===== src/hw/rtl/mwm_pkg.sv =====
// types, constants and reciprocal table for the multi-window mean core
package mwm_pkg;

  localparam int MAX_WINDOW = 8;
  localparam int WEIGHT_W   = 16;
  localparam int LEN_W      = 4;
  localparam int BACK_W     = 3;
  localparam int SUM_W      = 20;
  localparam int NUM_W      = 19;
  localparam int RECIP_W    = 23;
  localparam int RECIP_SH   = 22;
  localparam int PROD_W     = NUM_W + RECIP_W;

  localparam logic CFG_SHORTEST = 1'b0;
  localparam logic CFG_LONGEST  = 1'b1;

  typedef struct packed {
    logic signed [WEIGHT_W-1:0] weight;
    logic                       ends_sequence;
  } in_item_t;

  typedef struct packed {
    logic signed [WEIGHT_W-1:0] mean;
    logic [LEN_W-1:0]           window_length;
    logic                       last_of_run;
  } out_item_t;

  typedef enum logic {
    ST_IDLE,
    ST_RUN
  } ctrl_state_t;

  typedef struct packed {
    logic load;
    logic step;
  } ctrl_cmd_t;

  typedef struct packed {
    logic work;
    logic final_step;
    logic advance;
  } dp_status_t;

  typedef struct packed {
    logic                    valid;
    logic signed [SUM_W-1:0] sum;
    logic [LEN_W-1:0]        len;
    logic                    last;
  } div_req_t;

  // ceil(2^22 / k), exact floor division for numerators below 2^19
  function automatic logic [RECIP_W-1:0] recip(input logic [LEN_W-1:0] k);
    logic [RECIP_W-1:0] r;
    case (k)
      4'd1:    r = 23'd4194304;
      4'd2:    r = 23'd2097152;
      4'd3:    r = 23'd1398102;
      4'd4:    r = 23'd1048576;
      4'd5:    r = 23'd838861;
      4'd6:    r = 23'd699051;
      4'd7:    r = 23'd599187;
      4'd8:    r = 23'd524288;
      default: r = '0;
    endcase
    return r;
  endfunction

endpackage


===== src/hw/rtl/mwm_stream_if.sv =====
// valid/ready stream interface carrying one packed payload
interface mwm_stream_if #(parameter type T = logic);
  logic valid;
  logic ready;
  T     payload;

  modport source (output valid, output payload, input ready);
  modport sink   (input valid, input payload, output ready);
endinterface


===== src/hw/rtl/mwm_ctrl.sv =====
// controller state machine sequencing load and window steps
module mwm_ctrl import mwm_pkg::*; (
  input  logic       clk,
  input  logic       rst,
  input  logic       in_valid,
  input  dp_status_t status,
  output ctrl_cmd_t  cmd,
  output logic       ready
);

  ctrl_state_t state, state_next;

  always_ff @(posedge clk) begin
    if (rst) begin
      state <= ST_IDLE;
    end else begin
      state <= state_next;
    end
  end

  always_comb begin
    state_next = state;
    case (state)
      ST_IDLE: begin
        if (in_valid && status.work) state_next = ST_RUN;
      end
      ST_RUN: begin
        if (status.advance && status.final_step) state_next = ST_IDLE;
      end
      default: state_next = ST_IDLE;
    endcase
  end

  always_comb begin
    cmd.load = 1'b0;
    cmd.step = 1'b0;
    ready    = 1'b0;
    case (state)
      ST_IDLE: begin
        ready    = 1'b1;
        cmd.load = in_valid;
      end
      ST_RUN: begin
        cmd.step = status.advance;
      end
      default: begin
        ready = 1'b0;
      end
    endcase
  end

endmodule


===== src/hw/rtl/mwm_datapath.sv =====
// weight history, config registers and window sum accumulator
module mwm_datapath import mwm_pkg::*; (
  input  logic             clk,
  input  logic             rst,
  input  logic             cfg_we,
  input  logic             cfg_index,
  input  logic [LEN_W-1:0] cfg_data,
  input  in_item_t         item,
  input  ctrl_cmd_t        cmd,
  input  logic             advance,
  output dp_status_t       status,
  output div_req_t         req
);

  logic [LEN_W-1:0]           shortest_window, longest_window;
  logic [LEN_W-1:0]           items_seen;
  logic signed [WEIGHT_W-1:0] recent_weights [MAX_WINDOW];
  logic [LEN_W-1:0]           k;
  logic [BACK_W-1:0]          back;
  logic                       flush;
  logic signed [SUM_W-1:0]    sum;

  logic [LEN_W-1:0]           lo, hi, seen_next, n_flush, back_first;
  logic                       active, k_is_hi, tap_ok;
  logic [LEN_W-1:0]           idx;
  logic signed [SUM_W-1:0]    sum_next;

  always_ff @(posedge clk) begin
    if (rst) begin
      shortest_window <= LEN_W'(1);
      longest_window  <= LEN_W'(1);
    end else if (cfg_we) begin
      case (cfg_index)
        CFG_SHORTEST: shortest_window <= cfg_data;
        CFG_LONGEST:  longest_window  <= cfg_data;
        default:      shortest_window <= shortest_window;
      endcase
    end
  end

  always_comb begin
    lo        = (shortest_window == '0) ? LEN_W'(1) : shortest_window;
    hi        = (longest_window > LEN_W'(MAX_WINDOW)) ? LEN_W'(MAX_WINDOW) : longest_window;
    active    = (hi != '0) && (lo <= hi);
    seen_next = (items_seen == LEN_W'(MAX_WINDOW)) ? items_seen : items_seen + LEN_W'(1);
    n_flush   = (seen_next < hi) ? seen_next : hi;
    back_first = item.ends_sequence ? n_flush - LEN_W'(1) : hi - LEN_W'(1);
  end

  always_comb begin
    k_is_hi  = (k == hi);
    tap_ok   = (k <= ({1'b0, back} + LEN_W'(1)));
    idx      = {1'b0, back} + LEN_W'(1) - k;
    sum_next = sum + (tap_ok ? SUM_W'(recent_weights[idx[BACK_W-1:0]]) : '0);
    status.work       = active && (item.ends_sequence || (seen_next >= hi));
    status.final_step = k_is_hi && (!flush || (back == '0));
    status.advance    = advance;
    req.valid = cmd.step && (k >= lo);
    req.sum   = sum_next;
    req.len   = k;
    req.last  = status.final_step;
  end

  always_ff @(posedge clk) begin
    if (rst) begin
      items_seen <= '0;
    end else if (cmd.load) begin
      items_seen <= item.ends_sequence ? '0 : seen_next;
    end
  end

  always_ff @(posedge clk) begin
    if (cmd.load) begin
      for (int i = MAX_WINDOW - 1; i > 0; i--) begin
        recent_weights[i] <= recent_weights[i-1];
      end
      recent_weights[0] <= item.weight;
      flush <= item.ends_sequence;
      back  <= back_first[BACK_W-1:0];
      k     <= LEN_W'(1);
      sum   <= '0;
    end else if (cmd.step) begin
      if (k_is_hi) begin
        k    <= LEN_W'(1);
        sum  <= '0;
        back <= back - BACK_W'(1);
      end else begin
        k   <= k + LEN_W'(1);
        sum <= sum_next;
      end
    end
  end

endmodule


===== src/hw/rtl/mwm_divider.sv =====
// rounded division pipeline by reciprocal multiply with result register
module mwm_divider import mwm_pkg::*; (
  input  logic     clk,
  input  logic     rst,
  input  div_req_t req,
  output logic     advance,
  mwm_stream_if.source results
);

  logic                    v1, v2, ov;
  logic                    neg1, neg2, last1, last2;
  logic [LEN_W-1:0]        len1, len2;
  logic [NUM_W-1:0]        num1;
  logic [PROD_W-1:0]       prod2;
  logic signed [SUM_W-1:0] mag;
  logic [WEIGHT_W-1:0]     q;
  out_item_t               out_reg;

  assign advance = !ov || results.ready;
  assign mag     = (req.sum < 0) ? -req.sum : req.sum;
  assign q       = prod2[RECIP_SH +: WEIGHT_W];

  always_ff @(posedge clk) begin
    if (rst) begin
      v1 <= 1'b0;
      v2 <= 1'b0;
      ov <= 1'b0;
    end else if (advance) begin
      v1 <= req.valid;
      v2 <= v1;
      ov <= v2;
    end
  end

  always_ff @(posedge clk) begin
    if (advance) begin
      neg1  <= req.sum[SUM_W-1];
      num1  <= NUM_W'(mag) + NUM_W'(req.len >> 1);
      len1  <= req.len;
      last1 <= req.last;
      neg2  <= neg1;
      prod2 <= PROD_W'(num1) * PROD_W'(recip(len1));
      len2  <= len1;
      last2 <= last1;
      out_reg.mean          <= neg2 ? WEIGHT_W'(16'd0 - q) : q;
      out_reg.window_length <= len2;
      out_reg.last_of_run   <= last2;
    end
  end

  assign results.valid   = ov;
  assign results.payload = out_reg;

endmodule


===== src/hw/rtl/multi_window_mean_core.sv =====
// top level of the multi-window mean core
//
//   channel   dir  handshake      payload
//   items     in   valid/ready    weight, ends_sequence
//   results   out  valid/ready    mean, window_length, last_of_run
//   cfg       in   cfg_we         cfg_index, cfg_data
//
// an item is taken only while the core is idle; an item that releases no start leaves
// it idle, each start released runs the length sequencer, one window length per cycle
// while the result register is not stalled, and a sequence end runs every pending start
// results pass through the three-stage reciprocal divider after their step
// a stalled result register freezes the sequencer and divider together
// reset is synchronous and leaves the core idle with both lengths at one
module multi_window_mean_core import mwm_pkg::*; (
  input  logic             clk,
  input  logic             rst,
  input  logic             cfg_we,
  input  logic             cfg_index,
  input  logic [LEN_W-1:0] cfg_data,
  mwm_stream_if.sink       items,
  mwm_stream_if.source     results
);

  ctrl_cmd_t  cmd;
  dp_status_t status;
  div_req_t   req;
  logic       advance;
  in_item_t   item;

  assign item = items.payload;

  mwm_ctrl u_ctrl (
    .clk      (clk),
    .rst      (rst),
    .in_valid (items.valid),
    .status   (status),
    .cmd      (cmd),
    .ready    (items.ready)
  );

  mwm_datapath u_datapath (
    .clk       (clk),
    .rst       (rst),
    .cfg_we    (cfg_we),
    .cfg_index (cfg_index),
    .cfg_data  (cfg_data),
    .item      (item),
    .cmd       (cmd),
    .advance   (advance),
    .status    (status),
    .req       (req)
  );

  mwm_divider u_divider (
    .clk     (clk),
    .rst     (rst),
    .req     (req),
    .advance (advance),
    .results (results)
  );

endmodule


===== src/flat_wrapper.sv =====
// flat-port wrapper written by rule: the top's interface ports become plain ports
module multi_window_mean_core_flat import mwm_pkg::*;
  (clk, rst, cfg_we, cfg_index, cfg_data, items_valid, items_payload, items_ready, results_valid, results_payload, results_ready);
  mwm_stream_if items_i ();
  mwm_stream_if results_i ();
  input  logic clk;
  input  logic rst;
  input  logic cfg_we;
  input  logic cfg_index;
  input  logic [LEN_W-1:0] cfg_data;
  input wire logic [$bits(items_i.valid)-1:0] items_valid;
  input wire logic [$bits(items_i.payload)-1:0] items_payload;
  output wire logic [$bits(items_i.ready)-1:0] items_ready;
  output wire logic [$bits(results_i.valid)-1:0] results_valid;
  output wire logic [$bits(results_i.payload)-1:0] results_payload;
  input wire logic [$bits(results_i.ready)-1:0] results_ready;
  assign items_i.valid = items_valid;
  assign items_i.payload = items_payload;
  assign items_ready = items_i.ready;
  assign results_valid = results_i.valid;
  assign results_payload = results_i.payload;
  assign results_i.ready = results_ready;
  multi_window_mean_core u_core (.clk(clk), .rst(rst), .cfg_we(cfg_we), .cfg_index(cfg_index), .cfg_data(cfg_data), .items(items_i), .results(results_i));
endmodule

===== config.mk =====
export PLATFORM = sky130hd
export DESIGN_NAME = multi_window_mean_core_flat
export DESIGN_NICKNAME = d
export VERILOG_FILES = /design/src/hw/rtl/mwm_pkg.sv /design/src/hw/rtl/mwm_stream_if.sv /design/src/hw/rtl/mwm_ctrl.sv /design/src/hw/rtl/mwm_datapath.sv /design/src/hw/rtl/mwm_divider.sv /design/src/hw/rtl/multi_window_mean_core.sv /design/src/flat_wrapper.sv
export SDC_FILE = /design/constraint.sdc
export NUM_CORES = 1
export LEC_CHECK = 0
export BUFFER_PORTS_ARGS = -buffer_cell sky130_fd_sc_hd__buf_2
export CAP_MARGIN = 20
export CORE_AREA = 2 2 108 58
export DETAILED_ROUTE_END_ITERATION = 7
export DIE_AREA = 0 0 110 60
export HOLD_SLACK_MARGIN = 0.08
export PLACE_DENSITY_LB_ADDON = 0.05
export SLEW_MARGIN = 30
export SYNTH_ARGS = -nofsm -noshare
export SYNTH_HDL_FRONTEND = slang
export SYNTH_SLANG_ARGS = --single-unit

===== constraint.sdc =====
create_clock -name clk -period 2.4 [get_ports clk]
set_input_delay 0.36 -clock clk [delete_from_list [all_inputs] [get_ports clk]]
set_output_delay 0.36 -clock clk [all_outputs]
set_load 0.05 [all_outputs]

==> impl_summary.txt, run 1 <==
----------------------------------------------------
[Yosys]
  Post-Syn Area ... 0.00163 mm2
  Main synth FF type ... sky130_fd_sc_hd__dfxtp_1
  Post-synth EDFFs ... 7
  Ys async rst share ... 0
  Syn nets ... 209
  Flop and latch count out of synthesis ... 27
  Distinct cell type count after synthesis ... 44
  Count of warnings emitted by yosys ... 0
  Cells after Synth ... 182
  Area contributors post-synth ... sky130_fd_sc_hd__dfxtp_1 (25%), sky130_fd_sc_hd__edfxtp_1 (13%), sky130_fd_sc_hd__ha_1 (12%)
  Portion of synthesized cell area occupied by the leading cell type ... 0.246
  Mean instance size in the synthesized netlist ... 8.93 um2
  Portion of the post-synthesis area used by sequential elements ... 0.376
  Largest area contributor in the synthesized netlist ... sky130_fd_sc_hd__dfxtp_1

[Timing]
  Relative max-transition margin ... 0.727
  Crit path setup slack, layout ... -11.3 ps
  Worst hold margin ... 310 ps
  Actual transition at the worst max-transition pin ... 405 ps
  Count of endpoints failing hold in the final timing report ... 0
  Final setup fails ... 1
  Final-layout setup total negative slack ... -11.3 ps
  Period Utilization, post-route ... 1.00
  Worst clock skew on the final layout ... 4.24 ps
  Fin crit period ... 2410 ps
  Final Slew Violations ... 0
  Maximum clock rate ... 415 MHz
  RSZ-0062 raised after global routing ... true

[Placement]
  Sum of net half-perimeters after detailed placement ... 3050 um
  Weighted congestion reported at the end of routability-driven placement ... 0.729
  Placed inst area ... 0.00185 mm2
  Number of buffers added on ports ... 13

[Worst setup path]
  Startpoint of the worst register-to-register path ... u_core.u_datapath.items_seen[0]
  Largest delay contributor family on the critical path ... compound AO/OA/AOI/OAI gates
  Worst-path fanout max ... 4
  Crit path buf inv count ... 4
  Path depth of the worst reg2reg path ... 13
  Minimum setup slack among reg-to-reg paths ... -10 ps
  Cell depth of the worst setup path ... 13
  Startpoint types ... register
  Worst Path Arrival ... 2440 ps
  Worst-path cell chain ... inv_2, ha_4, and2_4, o21a_1, inv_2, ha_4, o21ai_2, a21oi_2, buf_4, buf_4, o31a_1, a21oi_1, xor2_1
  Cell with the largest stage delay on the worst path ... sky130_fd_sc_hd__dfxtp_2
  Crit-path max cell delay ... 360 ps
  Kind of critical path ... register to register
  Crit path capture type ... register
  Reg2reg end ... u_core.u_datapath.back[2]
  Endpoint required time on the critical path ... 2430 ps

[Global route]
  Wire length of the first global-routing pass ... 6640 um
  Number of antenna violations at the first check in global routing ... 0
  Via count of the first global-routing pass ... 1346
  Congestion Overflow GR ... 0
  Overall Global Routing Usage ... 0.134
  Largest net degree at the start of global routing ... 18

[Clocking]
  Clock input transition at the sequential cells of the worst setup and hold paths ... 100 ps
  Clock sink total ... 27
  Root buffer cell ... sky130_fd_sc_hd__clkbuf_8
  Worst-Skew Late Latency ... 270 ps
  Total clock buffers created by CTS ... 3
  TritonCTS clock tree ... built
  Number of H-tree levels ... 1
  Maximum number of buffers from clock root to sink ... 2

[Run status]
  Violated checks ... negative setup slack
  Result of the run ... finished, violations left

[Finish]
  Post-route design area ... 0.00200 mm2
  Number of filler instances in the final layout ... 604
  Most frequent cells in the layout ... sky130_fd_sc_hd__buf_4 (18), sky130_fd_sc_hd__dfxtp_1 (18), sky130_fd_sc_hd__nand2_1 (16), sky130_fd_sc_hd__nor2_1 (15), sky130_fd_sc_hd__buf_2 (13)
  Final net count ... 238
  Final antenna diode count ... 0
  Proportion of layout cells with a drive suffix above 1 ... 0.286
  Area growth, synth to finish ... 23.2%
  Core utilization of the finished layout ... 0.349

[Floorplanning]
  Initial cell density of the core ... 0.284
  Height of the die ... 60 um
  Total die area ... 0.00660 mm2
  Die Width ... 110 um
  Number of primary I/O pins ... 14
  Std cell rows ... 20
  Std-Cell Core Area ... 0.00573 mm2

[Routing]
  Post-route ant nets ... 0
  Total Routed Length ... 3940 um
  Avg Vias per Cell ... 4.64
  Number of iterations in the first detailed-routing pass ... 4
  Detailed Route Iter0 Violations ... 37
  Vias ... 1331
  Number of remaining DRC errors ... 0
  Routed wire per std cell ... 13.7 um

[Pwr]
  Lkg Pwr ... 0.844 nW
  Power density normalized to cell area ... 680 mW/mm2
  Worst IR drop on VDD ... 302 uV

[Hold path]
  Hold EP ... u_core.u_datapath.shortest_window[0]
  Classification of the worst-slack hold path ... input port to register
  Number of instances on the worst hold path ... 3
  Hold Crit Start ... cfg_data[0]

[Run]
  Max Cap Viol ... 0

----------------------------------------------------
## worst register-to-register path, delay by kind of cell, from the launching register on
| family | cells | cell delay (ps) |
|---|---|---|
| AO/OA/AOI/OAI | 5 | 850 |
| buffers and inverters | 4 | 390 |
| flip-flops | 1 | 360 |
| adder cells (fa/ha/maj) | 2 | 350 |
| AND/OR/NAND/NOR | 1 | 150 |
| XOR/XNOR | 1 | 90 |
## layer usage
metal,track usage,vias to the layer above,routed length (um)
li1,-,686,-
met1,0.194,629,2140
met2,0.204,14,1640
met3,0.0338,2,125
met4,0.0217,0,27
met5,0,-,0
## flip-flops by register name, indices dropped and copies added, names as in the netlist
signal	cells
u_core.u_divider.results.payload	1
u_core.u_datapath.back	3
u_core.u_datapath.items_seen	4
u_core.u_divider.results.valid	1
u_core.u_datapath.flush	1
u_core.u_divider.last2	1
u_core.u_divider.v2	1
u_core.u_datapath.shortest_window	4
u_core.u_divider.last1	1
u_core.u_datapath.longest_window	4
u_core.u_datapath.k	4
u_core.u_divider.v1	1
u_core.u_ctrl.state	1
## per-stage QoR
| stage | instances | setup slack (ps) | power, mW |
|---|---|---|---|
| 6_report | 287 | -11.3 | 1.36 |
| 4_1_cts | 285 | 3.06 | 1.37 |
| 3_5_place_dp | 277 | -204 | 1.07 |
| 3_3_place_gp | 277 | -87.3 | 1.06 |
| 2_1_floorplan | 182 | 2.32 | 0.943 |
| 5_1_grt | 287 | -144 | 1.47 |
## kinds of logic after synthesis
logic type	count (synthesis)	synth area share
adders and majority gates	16	0.123
and+or+nand+nor	68	0.213
AOI/OAI and AO/OA	33	0.147
buffers and inverters	24	0.0601
DFF	27	0.376
xor gates and xnor gates	7	0.0377
muxes	7	0.0431
## Yosys cell counts (2+ instances only)
library cell               count
sky130_fd_sc_hd__and2_1        2
sky130_fd_sc_hd__nand2_1      16
sky130_fd_sc_hd__mux2i_1       7
sky130_fd_sc_hd__nor2b_1       2
sky130_fd_sc_hd__ha_1         16
sky130_fd_sc_hd__clkbuf_1      7
sky130_fd_sc_hd__o31a_1        2
sky130_fd_sc_hd__xnor2_1       5
sky130_fd_sc_hd__nand3_1       6
sky130_fd_sc_hd__dfxtp_1      20
sky130_fd_sc_hd__inv_1        13
sky130_fd_sc_hd__o21ai_1       2
sky130_fd_sc_hd__nor3_1        8
sky130_fd_sc_hd__a21oi_1       9
sky130_fd_sc_hd__nand2b_1      8
sky130_fd_sc_hd__o21a_1        2
sky130_fd_sc_hd__inv_2         3
sky130_fd_sc_hd__o31ai_1       2
sky130_fd_sc_hd__nand4_1       2
sky130_fd_sc_hd__nand3b_1      2
sky130_fd_sc_hd__edfxtp_1      7
sky130_fd_sc_hd__or2_1         2
sky130_fd_sc_hd__o21ai_0       2
sky130_fd_sc_hd__nor2_1       15
sky130_fd_sc_hd__xor2_1        2
sky130_fd_sc_hd__a22oi_1       2
## layout make-up
cell class | count | area (um2) | area share
multi-input cells | 131 | 975 | 0.487
flip-flops and latches | 27 | 613 | 0.306
repair buffers | 32 | 211 | 0.106
well taps | 77 | 96.3 | 0.0481
inverters | 16 | 60.1 | 0.0300
clock buffers | 3 | 41.3 | 0.0206
clock inverters | 1 | 5.00 | 0.00250
## worst max-delay path by stage
stage / startpoint / end / slack [ps]
after floorplan: u_core.u_datapath.items_seen[0] / u_core.u_datapath.back[2] / 2
after CTS: u_core.u_datapath.items_seen[0] / u_core.u_datapath.back[2] / 3
final: u_core.u_datapath.items_seen[0] / u_core.u_datapath.back[2] / -10
after global placement: u_core.u_datapath.items_seen[0] / u_core.u_datapath.back[2] / -90
after global routing: u_core.u_datapath.items_seen[0] / u_core.u_datapath.back[2] / -140
after detailed placement: u_core.u_datapath.items_seen[0] / u_core.u_datapath.back[2] / -200
## repair_timing
item,CTS,global route
hold buffers,0,0
setup endpoints to repair,2,2
setup buffers,4,2
pin swaps,4,5
gates resized for setup,12,5
## power breakdown
| group | switching, mW | internal (mW) | total [mW] |
|---|---|---|---|
| Clock | 0.151 | 0.117 | 0.268 |
| Sequential | 0.0780 | 0.566 | 0.644 |
| Combinational | 0.254 | 0.196 | 0.450 |
(Power assumes the default switching activity.)
==> run 2, diff against run 1 <==
--- a/config.mk
+++ b/config.mk
@@ -7,7 +7,10 @@
 export LEC_CHECK = 0
 export BUFFER_PORTS_ARGS = -buffer_cell sky130_fd_sc_hd__buf_2
 export CAP_MARGIN = 20
+export CELL_PAD_IN_SITES_DETAIL_PLACEMENT = 0
+export CELL_PAD_IN_SITES_GLOBAL_PLACEMENT = 1
 export CORE_AREA = 2 2 108 58
+export CTS_BUF_LIST = sky130_fd_sc_hd__clkbuf_4 sky130_fd_sc_hd__clkbuf_8 sky130_fd_sc_hd__clkbuf_16
 export DETAILED_ROUTE_END_ITERATION = 7
 export DIE_AREA = 0 0 110 60
 export HOLD_SLACK_MARGIN = 0.08
==> run 2 against run 1 <==
The run now ends clean. Global-route usage down 0.16 points. Fmax rose by 0.89%. Power rose by 0.84%. Sequential power is essentially flat. Clock power about the same. Critical path depth stayed put. Non-clock buffer count up 4. Critical path type unchanged. Highest routed layer unchanged.
==> impl_summary.txt, run 2 (same netlist as run 1, synthesis figures left out) <==
----------------------------------------------------
[Global route]
  Wire length of the first global-routing pass ... 6470 um
  Largest net degree at the start of global routing ... 18
  Via count of the first global-routing pass ... 1294
  Congestion Overflow GR ... 0
  Overall Global Routing Usage ... 0.133
  Number of antenna violations at the first check in global routing ... 0

[Finish]
  Final antenna diode count ... 0
  Most common cell after layout, fill and taps aside ... sky130_fd_sc_hd__buf_4
  Number of filler instances in the final layout ... 605
  Proportion of layout cells with a drive suffix above 1 ... 0.313
  Most frequent cells in the layout ... sky130_fd_sc_hd__buf_4 (22), sky130_fd_sc_hd__dfxtp_1 (18), sky130_fd_sc_hd__nand2_1 (16), sky130_fd_sc_hd__nor2_1 (13), sky130_fd_sc_hd__buf_2 (13)
  Final net count ... 242
  Area growth, synth to finish ... 27.9%

[Routing]
  Number of remaining DRC errors ... 0
  Avg Vias per Cell ... 4.61
  Vias ... 1342
  Post-route ant nets ... 0
  Number of iterations in the first detailed-routing pass ... 4
  Routed wire per std cell ... 14.1 um
  Detailed Route Iter0 Violations ... 30
  Total Routed Length ... 4100 um

[Floorplanning]
  Std cell rows ... 20
  Die Width ... 110 um
  Height of the die ... 60 um
  Total die area ... 0.00660 mm2
  Initial cell density of the core ... 0.284
  Std-Cell Core Area ... 0.00573 mm2
  Number of primary I/O pins ... 14

[Worst setup path]
  Endpoint required time on the critical path ... 2440 ps
  Cell with the largest stage delay on the worst path ... sky130_fd_sc_hd__dfxtp_4
  Worst-path cell chain ... inv_2, ha_4, and2_4, o21a_1, inv_2, ha_4, o21ai_4, a21oi_4, nor2_2, mux2i_1, mux2i_1, ha_2, inv_1
  Crit-path max cell delay ... 380 ps
  Crit path buf inv count ... 3
  Worst-path fanout max ... 5
  Path depth of the worst reg2reg path ... 13
  Minimum setup slack among reg-to-reg paths ... 10 ps
  Reg2reg end ... u_core.u_datapath.back[1]
  Crit path capture type ... register
  Startpoint of the worst register-to-register path ... u_core.u_datapath.items_seen[0]
  Startpoint types ... register
  Largest delay contributor family on the critical path ... adder cells
  Worst Path Arrival ... 2430 ps
  Kind of critical path ... register to register

[Timing]
  RSZ-0062 raised after global routing ... true
  Maximum clock rate ... 418 MHz
  Worst clock skew on the final layout ... 7.59 ps
  Final-layout setup total negative slack ... 0 ps
  Actual transition at the worst max-transition pin ... 361 ps
  Count of endpoints failing hold in the final timing report ... 0
  Period Utilization, post-route ... 0.996
  Fin crit period ... 2390 ps
  Final Slew Violations ... 0
  Relative max-transition margin ... 0.757
  Final setup fails ... 0

[Hold path]
  Classification of the worst-slack hold path ... input port to register
  Number of instances on the worst hold path ... 3
  Hold Crit Start ... cfg_data[0]
  Hold EP ... u_core.u_datapath.shortest_window[0]

[Pwr]
  Power density normalized to cell area ... 660 mW/mm2
  Worst IR drop on VDD ... 249 uV
  Total chip power ... 1.37 mW
  Lkg Pwr ... 0.873 nW

[Clocking]
  Root buffer cell ... sky130_fd_sc_hd__clkbuf_8
  Clock sink total ... 27
  Total clock buffers created by CTS ... 3
  Worst-Skew Late Latency ... 280 ps
  Number of hold buffers added after cts ... 0
  Number of H-tree levels ... 1
  Clock input transition at the sequential cells of the worst setup and hold paths ... 100 ps
  Maximum number of buffers from clock root to sink ... 2
  TritonCTS clock tree ... built

[Placement]
  Weighted congestion reported at the end of routability-driven placement ... 0.765
  Sum of net half-perimeters after detailed placement ... 3040 um
  Number of buffers added on ports ... 13

[Run status]
  Result of the run ... finished, final reports clean

[Run]
  Max Cap Viol ... 0

----------------------------------------------------
run 2: metrics by stage:
| step | hold WS [ps] | util | setup slack [ps] | area, um2 | instances |
|---|---|---|---|---|---|
| floorplan | 400 | - | 2.32 | 1630 | 182 |
| global placement | 412 | 0.324 | -96.9 | 1860 | 278 |
| detailed placement | 409 | 0.324 | -208 | 1860 | 278 |
| CTS | 306 | 0.350 | 0.592 | 2010 | 288 |
| global route | 309 | 0.363 | -106 | 2080 | 291 |
| finish | 308 | 0.363 | 9.93 | 2080 | 291 |
run 2: how the worst max path moves through the flow:
stage,from,endpoint,slack [ps],depth (start not counted)
after global routing,u_core.u_datapath.items_seen[1],u_core.u_datapath.back[2],-110,13
after detailed placement,u_core.u_datapath.items_seen[1],u_core.u_datapath.back[2],-210,13
final,u_core.u_datapath.items_seen[0],u_core.u_datapath.back[1],10,13
after floorplan,u_core.u_datapath.items_seen[0],u_core.u_datapath.back[2],2,13
after CTS,u_core.u_datapath.items_seen[1],u_core.u_datapath.back[2],0.6,13
after global placement,u_core.u_datapath.items_seen[0],u_core.u_datapath.back[2],-100,13
run 2: final cells by class:
| cell class | count | area [um2] | share of cell area |
|---|---|---|---|
| Multi-Input combinational cell | 131 | 1020 | 0.490 |
| Inverter | 16 | 60.1 | 0.0289 |
| Timing Repair Buffer | 36 | 241 | 0.116 |
| Clock buffer | 3 | 41.3 | 0.0199 |
| Clock inverter | 1 | 5.00 | 0.00241 |
| Tap cell | 77 | 96.3 | 0.0463 |
| Sequential cell | 27 | 616 | 0.296 |
run 2: timing repair:
| action | 4_1_cts | 5_1_grt |
|---|---|---|
| buffers inserted | 6 | 3 |
| gates resized for setup | 14 | 11 |
| cloned | 0 | 0 |
| pin swaps | 7 | 4 |
| endpoints found under the setup margin | 3 | 3 |
run 2: layer usage:
layer,global-route usage,vias to the layer above,share of wire
met5,0,-,0
met4,0.0362,0,0.0066
met3,0.0349,2,0.050
met2,0.190,27,0.40
met1,0.195,616,0.54
li1,-,697,-
run 2: worst reg2reg max path: stages (launching register included):
cell and delay [ps]:
sky130_fd_sc_hd__dfxtp_4 380, sky130_fd_sc_hd__inv_2 50, sky130_fd_sc_hd__ha_4 150, sky130_fd_sc_hd__and2_4 120
sky130_fd_sc_hd__o21a_1 190, sky130_fd_sc_hd__inv_2 80, sky130_fd_sc_hd__ha_4 210, sky130_fd_sc_hd__o21ai_4 130
sky130_fd_sc_hd__a21oi_4 60, sky130_fd_sc_hd__nor2_2 120, sky130_fd_sc_hd__mux2i_1 200, sky130_fd_sc_hd__mux2i_1 100
sky130_fd_sc_hd__ha_2 320, sky130_fd_sc_hd__inv_1 40
run 2: where the power goes:
part | switching (mW) | internal [mW]
Clock | 0.151 | 0.117
Sequential | 0.0748 | 0.566
Combinational | 0.262 | 0.203
Total | 0.488 | 0.885
